File: config.mk
export PLATFORM = sky130hd
export DESIGN_NAME = masked_byte_pattern_scanner
export DESIGN_NICKNAME = d
export VERILOG_FILES = /design/src/mbps_pkg.sv /design/src/mbps_cell.sv /design/src/mbps_tally.sv /design/src/masked_byte_pattern_scanner.sv
export VERILOG_INCLUDE_DIRS = /design/src /design/src/src
export SDC_FILE = /design/constraint.sdc
export NUM_CORES = 2
export LEC_CHECK = 0
export ABC_CLOCK_PERIOD_IN_PS = 11500
export BUFFER_PORTS_ARGS = -buffer_cell sky130_fd_sc_hd__buf_2
export CAP_MARGIN = 10
export CORE_MARGIN = 5
export CORE_UTILIZATION = 60
export CTS_CLUSTER_SIZE = 8
export DETAILED_ROUTE_END_ITERATION = 12
export GPL_ROUTABILITY_DRIVEN = 0
export PLACE_DENSITY = 0.84
export SLEW_MARGIN = 20
export SYNTH_ARGS = -nofsm -noshare
export SYNTH_HDL_FRONTEND = slang
export SYNTH_SLANG_ARGS = --single-unit
File: constraint.sdc
create_clock -name clk -period 11.5 [get_ports clk]
set_input_delay 0.575 -clock clk [delete_from_list [all_inputs] [get_ports clk]]
set_output_delay 0.575 -clock clk [all_outputs]
set_load 0.02 [all_outputs]
File: src/masked_byte_pattern_scanner_macros.svh
// ----------------------------------------------------------------------------
// masked byte pattern scanner assertion macros
// shared concurrent assertion forms, clocked on clk and held off in reset
// ----------------------------------------------------------------------------
`ifndef MASKED_BYTE_PATTERN_SCANNER_MACROS_SVH
`define MASKED_BYTE_PATTERN_SCANNER_MACROS_SVH

// consequent checked in the same cycle as the antecedent
`define MBPS_ASSERT_NOW(label, ante, cons, msg) \
  label: assert property (@(posedge clk) disable iff (rst) (ante) |-> (cons)) \
    else $error(msg);

// consequent checked in the cycle after the antecedent
`define MBPS_ASSERT_NEXT(label, ante, cons, msg) \
  label: assert property (@(posedge clk) disable iff (rst) (ante) |=> (cons)) \
    else $error(msg);

`endif

File: src/mbps_pkg.sv
// ----------------------------------------------------------------------------
// mbps_pkg
// types and constants shared by the masked byte pattern scanner
// ----------------------------------------------------------------------------
package mbps_pkg;

  // signature storage is fixed at sixteen bytes
  localparam int unsigned SIG_BYTES = 16;
  localparam int unsigned LEN_W     = 5;
  localparam int unsigned CNT_W     = 32;
  localparam int unsigned ADDR_W    = 64;
  localparam int unsigned CFG_IDX_W = 3;

  // configuration register indexes
  typedef enum logic [CFG_IDX_W-1:0] {
    REG_PATTERN_LOW  = 3'd0,
    REG_PATTERN_HIGH = 3'd1,
    REG_WILDCARD     = 3'd2,
    REG_LENGTH       = 3'd3,
    REG_SCAN_BASE    = 3'd4
  } cfg_reg_t;

  // one input request
  typedef struct packed {
    logic [7:0] data_byte;
    logic       span_end;
  } in_item_t;

  // one result
  typedef struct packed {
    logic              found;
    logic [ADDR_W-1:0] first_address;
    logic [CNT_W-1:0]  match_count;
  } out_item_t;

  // compare stage to tally stage
  typedef struct packed {
    logic             hit;
    logic             last;
    logic [CNT_W-1:0] offset;
  } hit_t;

endpackage

File: src/mbps_cell.sv
// ----------------------------------------------------------------------------
// mbps_cell
// one window byte: holds it, passes it on, compares the incoming byte
// ----------------------------------------------------------------------------
module mbps_cell
  import mbps_pkg::*;
(
  input  logic       clk,
  input  logic       shift,
  input  logic [7:0] byte_in,
  input  logic [7:0] ref_byte,
  input  logic       in_use,
  input  logic       wild,
  output logic [7:0] byte_out,
  output logic       match
);

  // byte register, moves one place per accepted request
  always_ff @(posedge clk) begin
    if (shift) begin
      byte_out <= byte_in;
    end
  end

  // compare on the byte this cell is about to hold
  assign match = !in_use || wild || (byte_in == ref_byte);

endmodule

File: src/mbps_tally.sv
// ----------------------------------------------------------------------------
// mbps_tally
// match counter, first match capture and result register
// ----------------------------------------------------------------------------
module mbps_tally
  import mbps_pkg::*;
(
  input  logic              clk,
  input  logic              rst,
  input  logic              take,
  input  hit_t              hit_in,
  input  logic [ADDR_W-1:0] scan_base,
  input  logic              out_ready,
  output logic              out_valid,
  output out_item_t         out_data
);

  logic             have_first;
  logic [CNT_W-1:0] first_offset;
  logic [CNT_W-1:0] match_total;

  logic             have_first_next;
  logic [CNT_W-1:0] first_offset_next;
  logic [CNT_W-1:0] match_total_next;

  // saturating count and first capture
  always_comb begin
    match_total_next = match_total;
    if (hit_in.hit && (match_total != {CNT_W{1'b1}})) begin
      match_total_next = match_total + CNT_W'(1);
    end
    have_first_next   = have_first || hit_in.hit;
    first_offset_next = have_first ? first_offset : hit_in.offset;
  end

  // accumulators, cleared after each span
  always_ff @(posedge clk) begin
    if (rst) begin
      have_first   <= 1'b0;
      first_offset <= '0;
      match_total  <= '0;
    end else if (take) begin
      if (hit_in.last) begin
        have_first   <= 1'b0;
        first_offset <= '0;
        match_total  <= '0;
      end else begin
        have_first   <= have_first_next;
        first_offset <= first_offset_next;
        match_total  <= match_total_next;
      end
    end
  end

  // result register
  always_ff @(posedge clk) begin
    if (rst) begin
      out_valid <= 1'b0;
    end else if (take && hit_in.last) begin
      out_valid <= 1'b1;
    end else if (out_ready) begin
      out_valid <= 1'b0;
    end
  end

  always_ff @(posedge clk) begin
    if (take && hit_in.last) begin
      out_data.found         <= have_first_next;
      out_data.first_address <= have_first_next
                                ? scan_base + {{(ADDR_W-CNT_W){1'b0}}, first_offset_next}
                                : '0;
      out_data.match_count   <= match_total_next;
    end
  end

endmodule

File: src/masked_byte_pattern_scanner.sv
// ----------------------------------------------------------------------------
// masked_byte_pattern_scanner
// wildcard byte signature search over a streamed memory span
// ----------------------------------------------------------------------------
// Takes one byte per clock cycle, with no gaps needed between requests, while
// no span end request is stalled. Each byte shifts into a row of MAX_PATTERN
// window cells; every cell compares the byte it receives against its
// signature byte, and the hit is registered at the accepting edge. The
// following stage counts matches and keeps the first match offset. On the
// byte marked span_end the tally loads the result (found, first_address,
// match_count) when that request leaves the compare stage. The result
// register frees the input side, so the next span streams in while a result
// waits; only its span end request stalls until that result is taken. Write
// configuration only while no request is in flight.
module masked_byte_pattern_scanner
  import mbps_pkg::*;
#(
  parameter int unsigned MAX_PATTERN = 16
)
(
  input  logic                 clk,
  input  logic                 rst,
  input  logic                 in_valid,
  output logic                 in_ready,
  input  in_item_t             in_data,
  output logic                 out_valid,
  input  logic                 out_ready,
  output out_item_t            out_data,
  input  logic                 cfg_valid,
  output logic                 cfg_ready,
  input  logic [CFG_IDX_W-1:0] cfg_index,
  input  logic [63:0]          cfg_data
);

`include "masked_byte_pattern_scanner_macros.svh"

  localparam logic [LEN_W-1:0] MAX_LEN = LEN_W'(MAX_PATTERN);

  // configuration registers
  logic [63:0]          pattern_low;
  logic [63:0]          pattern_high;
  logic [SIG_BYTES-1:0] wildcard_bits;
  logic [LEN_W-1:0]     pattern_length;
  logic [ADDR_W-1:0]    scan_base;

  assign cfg_ready = 1'b1;

  always_ff @(posedge clk) begin
    if (rst) begin
      pattern_low    <= '0;
      pattern_high   <= '0;
      wildcard_bits  <= '0;
      pattern_length <= LEN_W'(1);
      scan_base      <= '0;
    end else if (cfg_valid) begin
      unique case (cfg_index)
        REG_PATTERN_LOW:  pattern_low    <= cfg_data;
        REG_PATTERN_HIGH: pattern_high   <= cfg_data;
        REG_WILDCARD:     wildcard_bits  <= cfg_data[SIG_BYTES-1:0];
        REG_LENGTH:       pattern_length <= cfg_data[LEN_W-1:0];
        REG_SCAN_BASE:    scan_base      <= cfg_data;
        default: ;
      endcase
    end
  end

  // length in use, clamped to the window
  logic [LEN_W-1:0] len;
  always_comb begin
    if (pattern_length == '0) begin
      len = LEN_W'(1);
    end else if (pattern_length > MAX_LEN) begin
      len = MAX_LEN;
    end else begin
      len = pattern_length;
    end
  end

  logic [SIG_BYTES-1:0][7:0] sig_bytes;
  assign sig_bytes = {pattern_high, pattern_low};

  // handshake and stage control
  logic a_valid;
  hit_t a_req;
  logic out_free;
  logic a_take;
  logic in_take;

  assign out_free = !out_valid || out_ready;
  assign a_take   = a_valid && (!a_req.last || out_free);
  assign in_ready = !a_valid || a_take;
  assign in_take  = in_valid && in_ready;

  // window cell row, cell 0 holds the newest byte
  logic [7:0]             win [MAX_PATTERN];
  logic [MAX_PATTERN-1:0] cell_match;

  for (genvar pos = 0; pos < MAX_PATTERN; pos++) begin : g_cell
    logic [LEN_W-1:0] sig_idx;
    logic [7:0]       byte_in;
    logic             in_use;

    assign in_use  = LEN_W'(pos) < len;
    assign sig_idx = len - LEN_W'(1) - LEN_W'(pos);

    if (pos == 0) begin : g_head
      assign byte_in = in_data.data_byte;
    end else begin : g_link
      assign byte_in = win[pos-1];
    end

    mbps_cell u_cell (
      .clk      (clk),
      .shift    (in_take),
      .byte_in  (byte_in),
      .ref_byte (sig_bytes[sig_idx[3:0]]),
      .in_use   (in_use),
      .wild     (wildcard_bits[sig_idx[3:0]]),
      .byte_out (win[pos]),
      .match    (cell_match[pos])
    );
  end

  // bytes of the current span, saturating
  logic [CNT_W-1:0] bytes_seen;
  logic [CNT_W-1:0] bytes_seen_next;

  assign bytes_seen_next = (bytes_seen == {CNT_W{1'b1}}) ? bytes_seen
                                                         : bytes_seen + CNT_W'(1);

  always_ff @(posedge clk) begin
    if (rst) begin
      bytes_seen <= '0;
    end else if (in_take) begin
      bytes_seen <= in_data.span_end ? '0 : bytes_seen_next;
    end
  end

  // compare stage register
  always_ff @(posedge clk) begin
    if (rst) begin
      a_valid <= 1'b0;
    end else if (in_take) begin
      a_valid <= 1'b1;
    end else if (a_take) begin
      a_valid <= 1'b0;
    end
  end

  always_ff @(posedge clk) begin
    if (in_take) begin
      a_req.hit    <= (bytes_seen_next >= CNT_W'(len)) && (&cell_match);
      a_req.last   <= in_data.span_end;
      a_req.offset <= bytes_seen_next - CNT_W'(len);
    end
  end

  // match tally and result register
  mbps_tally u_tally (
    .clk       (clk),
    .rst       (rst),
    .take      (a_take),
    .hit_in    (a_req),
    .scan_base (scan_base),
    .out_ready (out_ready),
    .out_valid (out_valid),
    .out_data  (out_data)
  );

  // checks
  `MBPS_ASSERT_NOW(a_stall_only_when_full, !in_ready, a_valid,
    "input stalled with empty compare stage")
  `MBPS_ASSERT_NEXT(a_last_held, a_valid && a_req.last && !out_free,
    a_valid && a_req.last, "blocked span end request lost")
  `MBPS_ASSERT_NOW(no_find_zero_addr, out_valid && !out_data.found,
    out_data.first_address == '0, "address set without a match")
  `MBPS_ASSERT_NOW(find_has_count, out_valid && out_data.found,
    out_data.match_count != '0, "match found with zero count")

endmodule
Word-level counts from Yosys, hierarchy flattened
Cells that the tools add are included.
{"block": "word_totals", "memories": 0, "regBits": 563, "latchBits": 0, "inputBits": 81, "mem_bits_ro": 0, "ramBits": 0, "output_inout_bits": 100}
{"block": "op_classes", "order_cmp": 34, "div_mod_pow": 0, "add_sub_neg": 20, "n_reduce_logical": 70, "bitwise_logic": 0, "muxes": 77, "shifts": 0, "eq_ne": 22, "n_mul": 0}
{"cell": "binary-select mux 8 bit (select 4 bit)", "count": 16}
{"cell": "2-to-1 mux 32 bit", "count": 6}
{"cell": "equality test 8 bit", "count": 16}
{"cell": "2-to-1 mux 8 bit", "count": 16}
{"cell": "less-than comparator 4 x 5 -> 1 bit (second input constant)", "count": 16}
{"cell": "adder 32 x 1 -> 32 bit (second input constant)", "count": 2}
{"cell": "adder 64 x 32 -> 64 bit", "count": 1}
{"cell": "binary-select mux 1 bit (select 4 bit)", "count": 16}
{"cell": "less-than comparator 4 x 5 -> 1 bit (first input constant)", "count": 8}
{"cell": "logical OR 1 bit", "count": 36}
{"cell": "equality test 32 bit (second input constant)", "count": 1}
{"cell": ">= comparator 32 x 5 -> 1 bit", "count": 1}
{"cell": "!= test 32 bit (second input constant)", "count": 1}
{"cell": "subtractor 32 x 5 -> 32 bit", "count": 1}
{"cell": "subtractor 4 bit (second input constant)", "count": 8}
{"cell": "2-to-1 mux 1 bit", "count": 21}
{"cell": "less-than comparator 3 x 5 -> 1 bit (first input constant)", "count": 4}
{"cell": "logical NOT 1 bit", "count": 19}
{"cell": "AND reduction 16 bit", "count": 1}
{"cell": "subtractor 4 x 3 -> 4 bit (second input constant)", "count": 4}
{"cell": "less-than comparator 1 x 5 -> 1 bit (first input constant)", "count": 2}
{"cell": "less-than comparator 2 x 5 -> 1 bit (first input constant)", "count": 2}
{"cell": "2-to-1 mux 5 bit", "count": 2}
{"cell": "AND reduction 2 bit", "count": 5}
{"cell": "10 further kinds", "count": 18}

Depth between registers and ports, before layout
{"block": "logic_depth", "depth_word": 11, "mapped_depth": 26, "mapped_depth_nobuf": 20}

Cells and area by module
A second synthesis with hierarchy kept.
{"block": "hier_totals", "hier_cells": 3332, "hier_area_um2": 32245.9}
{"module": "masked_byte_pattern_scanner", "area_each_um2": 17768.3, "n_inst": 1, "cells_per_inst": 2074}
{"module": "mbps_tally", "area_each_um2": 9132.5, "n_inst": 1, "cells_per_inst": 938}
{"module": "mbps_cell", "area_each_um2": 334.1, "n_inst": 16, "cells_per_inst": 20}

Least setup slack after synthesis
OpenSTA, ideal clock, no wires.
{"block": "synth_timing", "kind": "input port to flip-flop", "from": "input port out_ready", "to": "register bytes_seen[21]", "arrival_time_ns": 6.257, "setup_ns": 0.128, "n_path_buf": 1, "slack_ns": 5.115, "path_stages": 8, "required_ns": 11.372, "cell_sequence": "nor2b_1 > nand3_1 > nand2_1 > inv_1 > clkbuf_1 > o21ai_0 > a22oi_1 > nor2_1"}
{"block": "synth_via", "elab_chain_len": 5}
{"item": "start, declared", "line": "masked_byte_pattern_scanner.sv:27", "rtl": "input logic out_ready,"}
{"item": "logical OR 1 bit", "line": "masked_byte_pattern_scanner.sv:89", "rtl": "assign out_free = !out_valid || out_ready;"}
{"item": "logical OR 1 bit", "line": "masked_byte_pattern_scanner.sv:90", "rtl": "assign a_take = a_valid && (!a_req.last || out_free);"}
{"item": "logical AND 1 bit", "line": "masked_byte_pattern_scanner.sv:90"}
{"item": "logical OR 1 bit", "line": "masked_byte_pattern_scanner.sv:91", "rtl": "assign in_ready = !a_valid || a_take;"}
{"item": "net in_ready", "line": "masked_byte_pattern_scanner.sv:24", "rtl": "output logic in_ready,"}
{"item": "logical AND 1 bit", "line": "masked_byte_pattern_scanner.sv:92", "rtl": "assign in_take = in_valid && in_ready;"}
{"item": "net g_cell[0].u_cell.shift", "line": "mbps_cell.sv:9", "rtl": "input logic shift,"}
{"item": "end signal, assigned", "line": "masked_byte_pattern_scanner.sv:135", "rtl": "bytes_seen <= in_data.span_end ? '0 : bytes_seen_next;"}
{"item": "end, declared", "line": "masked_byte_pattern_scanner.sv:125", "rtl": "logic [CNT_W-1:0] bytes_seen;"}
The timed path passes the listed nets, and every way through them passes these cells.
A chain may end at the register's enable or synchronous reset.

Worst setup path in the final report
{"block": "layout_timing", "from": "register pattern_length[4]", "to": "register a_req[33] in the netlist's numbering (data pin)"}
{"block": "layout_via", "elab_chain_len": 11}
{"item": "start, declared", "line": "masked_byte_pattern_scanner.sv:43", "rtl": "logic [LEN_W-1:0] pattern_length;"}
{"item": "start signal, assigned", "line": "masked_byte_pattern_scanner.sv:60", "rtl": "REG_LENGTH: pattern_length <= cfg_data[LEN_W-1:0];"}
{"item": "> comparator 5 bit", "line": "masked_byte_pattern_scanner.sv:72", "rtl": "end else if (pattern_length > MAX_LEN) begin"}
{"item": "2-to-1 mux 5 bit", "line": "masked_byte_pattern_scanner.sv:72"}
{"item": "2-to-1 mux 5 bit *", "line": "masked_byte_pattern_scanner.sv:70", "rtl": "if (pattern_length == '0) begin"}
{"item": "subtractor 4 x 1 -> 4 bit", "line": "masked_byte_pattern_scanner.sv:104", "rtl": "assign sig_idx = len - LEN_W'(1) - LEN_W'(pos);"}
{"item": "subtractor 4 x 1 -> 4 bit (tied with other cells)", "line": "masked_byte_pattern_scanner.sv:104"}
{"item": "binary-select mux 8 bit (select 4 bit) / binary-select mux 1 bit (select 4 bit) (equally long branches)", "line": "masked_byte_pattern_scanner.sv:116, masked_byte_pattern_scanner.sv:118"}
{"item": "2-to-1 mux 8 bit (not written as such) / 2-to-1 mux 1 bit (equally long branches)", "line": "masked_byte_pattern_scanner.sv:116, masked_byte_pattern_scanner.sv:118"}
{"item": "equality test 8 bit / logical OR 1 bit (equally long branches)", "line": "mbps_cell.sv:26", "rtl": "assign match = !in_use || wild || (byte_in == ref_byte);"}
{"item": "logical OR 1 bit", "line": "mbps_cell.sv:26"}
{"item": "AND reduction 16 bit", "line": "masked_byte_pattern_scanner.sv:152", "rtl": "a_req.hit <= (bytes_seen_next >= CNT_W'(len)) && (&cell_match);"}
{"item": "logical AND 1 bit *", "line": "masked_byte_pattern_scanner.sv:152"}
{"item": "end, declared", "line": "masked_byte_pattern_scanner.sv:84", "rtl": "hit_t a_req;"}
Mark *: on every way between the ends. The rest lies on a longest branch, timed or not. The select of a mux whose other input is x is not followed.

==> reports/results.ini <==
[run]
drv_cap=0

[clock_network]
cts_buffers=80
cts_max_path_buffers=3
cts-root-buf=clkbuf_16
ctsResizeCount=0
clk_latency_ns=0.63
postCtsHoldBufs=0
h-tree-depth=3
clk_pin_slew_ns=0.06
cts_setup_buffers=0
cts.sinks=563
cts_tree=done

[floorplan]
num_rows=85
ioPinCount=181
fp.dieH_um=244
die_w_um=244
core_mm2=0.0540
initial_core_util_pct=60.9
die-area_mm2=0.0596

[synthesis]
synth_top_area_share_pct=22.9
synth_area_mm2=0.0329
ys_seq_area_share_pct=41.9
yosys.area.top_type=edfxtp_1
synth_edf_count=251
avgSynthCellArea_um2=10.2
synth_ff_type=dfxtp_1
synth_cell_type_count=81
syn_inst=3235
synth_area_leaders=edfxtp_1 (23%), dfxtp_1 (19%), mux4_2 (15%)
syn_nets=3366
synthArstFlopShare_pct=0
yosys_warnings=0
synth.ff_latch_count=563

[routing]
routed_via_density=6.97
ant_nets=0
wl_um=105000
via_count=28300
drcViolationCount=0
drt_iter0_drc=5143
wl_per_cell_um=25.8
drt_pass1_iterations=12

[cells_and_area]
nets=3449
multiInputGateArea_mm2=0.0181
seqCellArea_mm2=0.0138
final_common_cell=nand2_1
nFillCells=3884
layout-drive-gt1-share_pct=18.2
syn2layout_area_growth_pct=10.7
mostFrequentLayoutCells=nand2_1 (587), a21oi_1 (331), dfxtp_1 (312), edfxtp_1 (251), mux4_2 (223)

[sta]
fin_tns_setup_ns=0
drv_slew=0
grt_setup_unrepaired=no
fin_worst_skew_ns=0.0315
fmax_mhz=138
period_needed_ns=7.23
hold_viol_final=0
worstMarginPinSlew_ns=1.21
max-slew-margin-rel_pct=18.4
hold_slack_ns=0.174
final-setup-viol-count=0
fin_crit_sh_pct=62.9

[global_route]
grt_antenna_before_repair=10
grt_overflow=0
grt_pass1_wl_um=158000
track_usage_pct=34.1
grt_max_degree=145
grt_pass1_vias=26200

[pwr]
cellLeakagePower_nw=13.0
powerDensity_mw_per_mm2=136
power_switching_w=0.00127
clkPwrFrac_pct=44.3
seqPwrFrac_pct=45.3
p_sw_share_pct=25.8
combPwrFrac_pct=10.5
vdd_drop_max_uv=110
p_int_w=0.00366

[hold_path]
hold_end=g_cell[0].u_cell.byte_out[4]
hold_class=primary input to flop
hold_depth=1
min_from=in_data[5]

[setup_path]
reg2reg_depth=16
worstPathCellList=nor4_1, or2_4, inv_4, ha_1, xnor2_2, inv_1, ha_1, nor2_1, nand2_1, o22ai_1, nor3_1, a211oi_1, nand3_1, o31ai_1, nand4_1, nor4_1
path_depth=16
worstSetupPathType=flop to flop
crit_path_max_fanout=36
critPathTopFamily=simple AND/OR/NAND/NOR gates
cp_slowest_cell=xnor2_2
rrSetupSlack_ns=4.27
start_kind=flop
r2r_end=a_req[33]
worst_ep_arrival_time_ns=7.67
cp_slowest_stage_delay_ns=0.89
rr_startpoint=pattern_length[4]
cp.required_ns=11.94
path_buf_inv=2
end_kind=flop

[status]
status=finished clean

[placed_design]
port_buffers=179
place_hpwl_um=73600

==> metrics by stage <==
| stage | power, W | worst slack [ns] | std cells | area (um^2) | util [%] |
|---|---|---|---|---|---|
| finish | 0.00494 | 4.27 | 4063 | 36400 | 67.4 |
| global placement | 0.00275 | 4.81 | 3932 | 34100 | 63.1 |
| detailed placement | 0.00276 | 4.53 | 3932 | 34100 | 63.1 |
| floorplan | 0.00259 | 5.12 | 3235 | 32900 | - |
| CTS | 0.00492 | 4.56 | 4060 | 36400 | 67.3 |
| global route | 0.00507 | 3.93 | 4062 | 36400 | 67.4 |
==> Yosys cell counts, types with 6 or more instances <==
cell type and count:
a21oi_1 332, nand4_1 39, mux2i_1 104, buf_1 17, or2_2 10, nand3_1 102
o21a_1 7, mux2_2 38, a31oi_1 17, o31ai_1 9, or3_1 23, nand2b_1 13
o22ai_1 16, a31o_2 7, and2_1 8, a21o_1 28, nor2b_1 12, a2111oi_0 14
clkbuf_1 166, a22oi_1 44, nand2_1 590, mux4_2 223, a221oi_1 6, xor2_1 92
inv_1 43, a211oi_1 15, nor3_1 43, and3_1 32, edfxtp_1 251, and4_1 10
ha_1 48, buf_6 6, nor2_1 193, buf_2 19, dfxtp_1 312, nor4_1 24
o21ai_0 73, xnor2_1 158
==> worst max path at each step <==
stage          slack, ns              start        endpoint
3_5_place_dp        4.53  pattern_length[4]       a_req[33]
2_1_floorplan       5.12          out_ready  bytes_seen[21]
6_report            4.27  pattern_length[4]       a_req[33]
3_3_place_gp        4.81  pattern_length[4]       a_req[33]
5_1_grt             3.93  pattern_length[4]       a_req[33]
4_1_cts             4.56  pattern_length[4]       a_req[33]
==> power groups by stage <==
stage	Sequential [W]	Combinational [W]	Clock [W]
4_1_cts	0.00223	0.000499	0.00219
2_1_floorplan	0.00225	0.000340	0
3_3_place_gp	0.00226	0.000484	0
5_1_grt	0.00223	0.000545	0.00229
6_report	0.00223	0.000516	0.00219
3_5_place_dp	0.00227	0.000493	0
==> sequential cells by signal, summed over array words and instances, names as in the netlist, 5 cells and up <==
signal and flops:
a_req 34, bytes_seen 32, g_cell.u_cell.byte_out 120, pattern_high 64, pattern_length 5, pattern_low 64, scan_base 64, u_tally.first_offset 32
u_tally.match_total 32, u_tally.out_data 97, wildcard_bits 16
==> worst reg2reg max path, delay by kind of cell, from the launching register on <==
kind | cells | cell delay, ns
buf+inv | 2 | 1.09
xor+xnor | 1 | 0.89
flops | 1 | 0.47
compound gates | 3 | 0.96
simple gates | 8 | 2.76
fa+ha+maj | 2 | 0.90
==> per-layer routing <==
layer  share of wire [%]  global-route usage, %
met1                  34                   43.7
met2                  43                   50.5
met3                  15                   12.2
met4                 7.5                   19.3
met5               0.052                      0
==> cell type report <==
cell class	count	share of cell area, %
antenna	3	0.0206
clock buffer	124	6.04
clock inverter	4	0.227
inverter	48	0.516
multi-input combinational	2410	49.7
sequential	563	37.9
tap	696	2.39
timing repair buffer	215	3.23
==> cells by family (layout without fill, tap and decap cells) <==
group	Yosys count	in the layout	share of synthesized area, %
AOI/OAI and AO/OA	627	627	11.5
xor gates and xnor gates	251	251	6.71
adders and majority gates	50	50	1.95
buffers and inverters	262	391	3.30
DFF	563	563	41.9
muxes	365	365	19.7
other	1	4	0.0114
and+or+nand+nor	1116	1116	14.9
No activity file was read; power rests on OpenSTA's default activity.
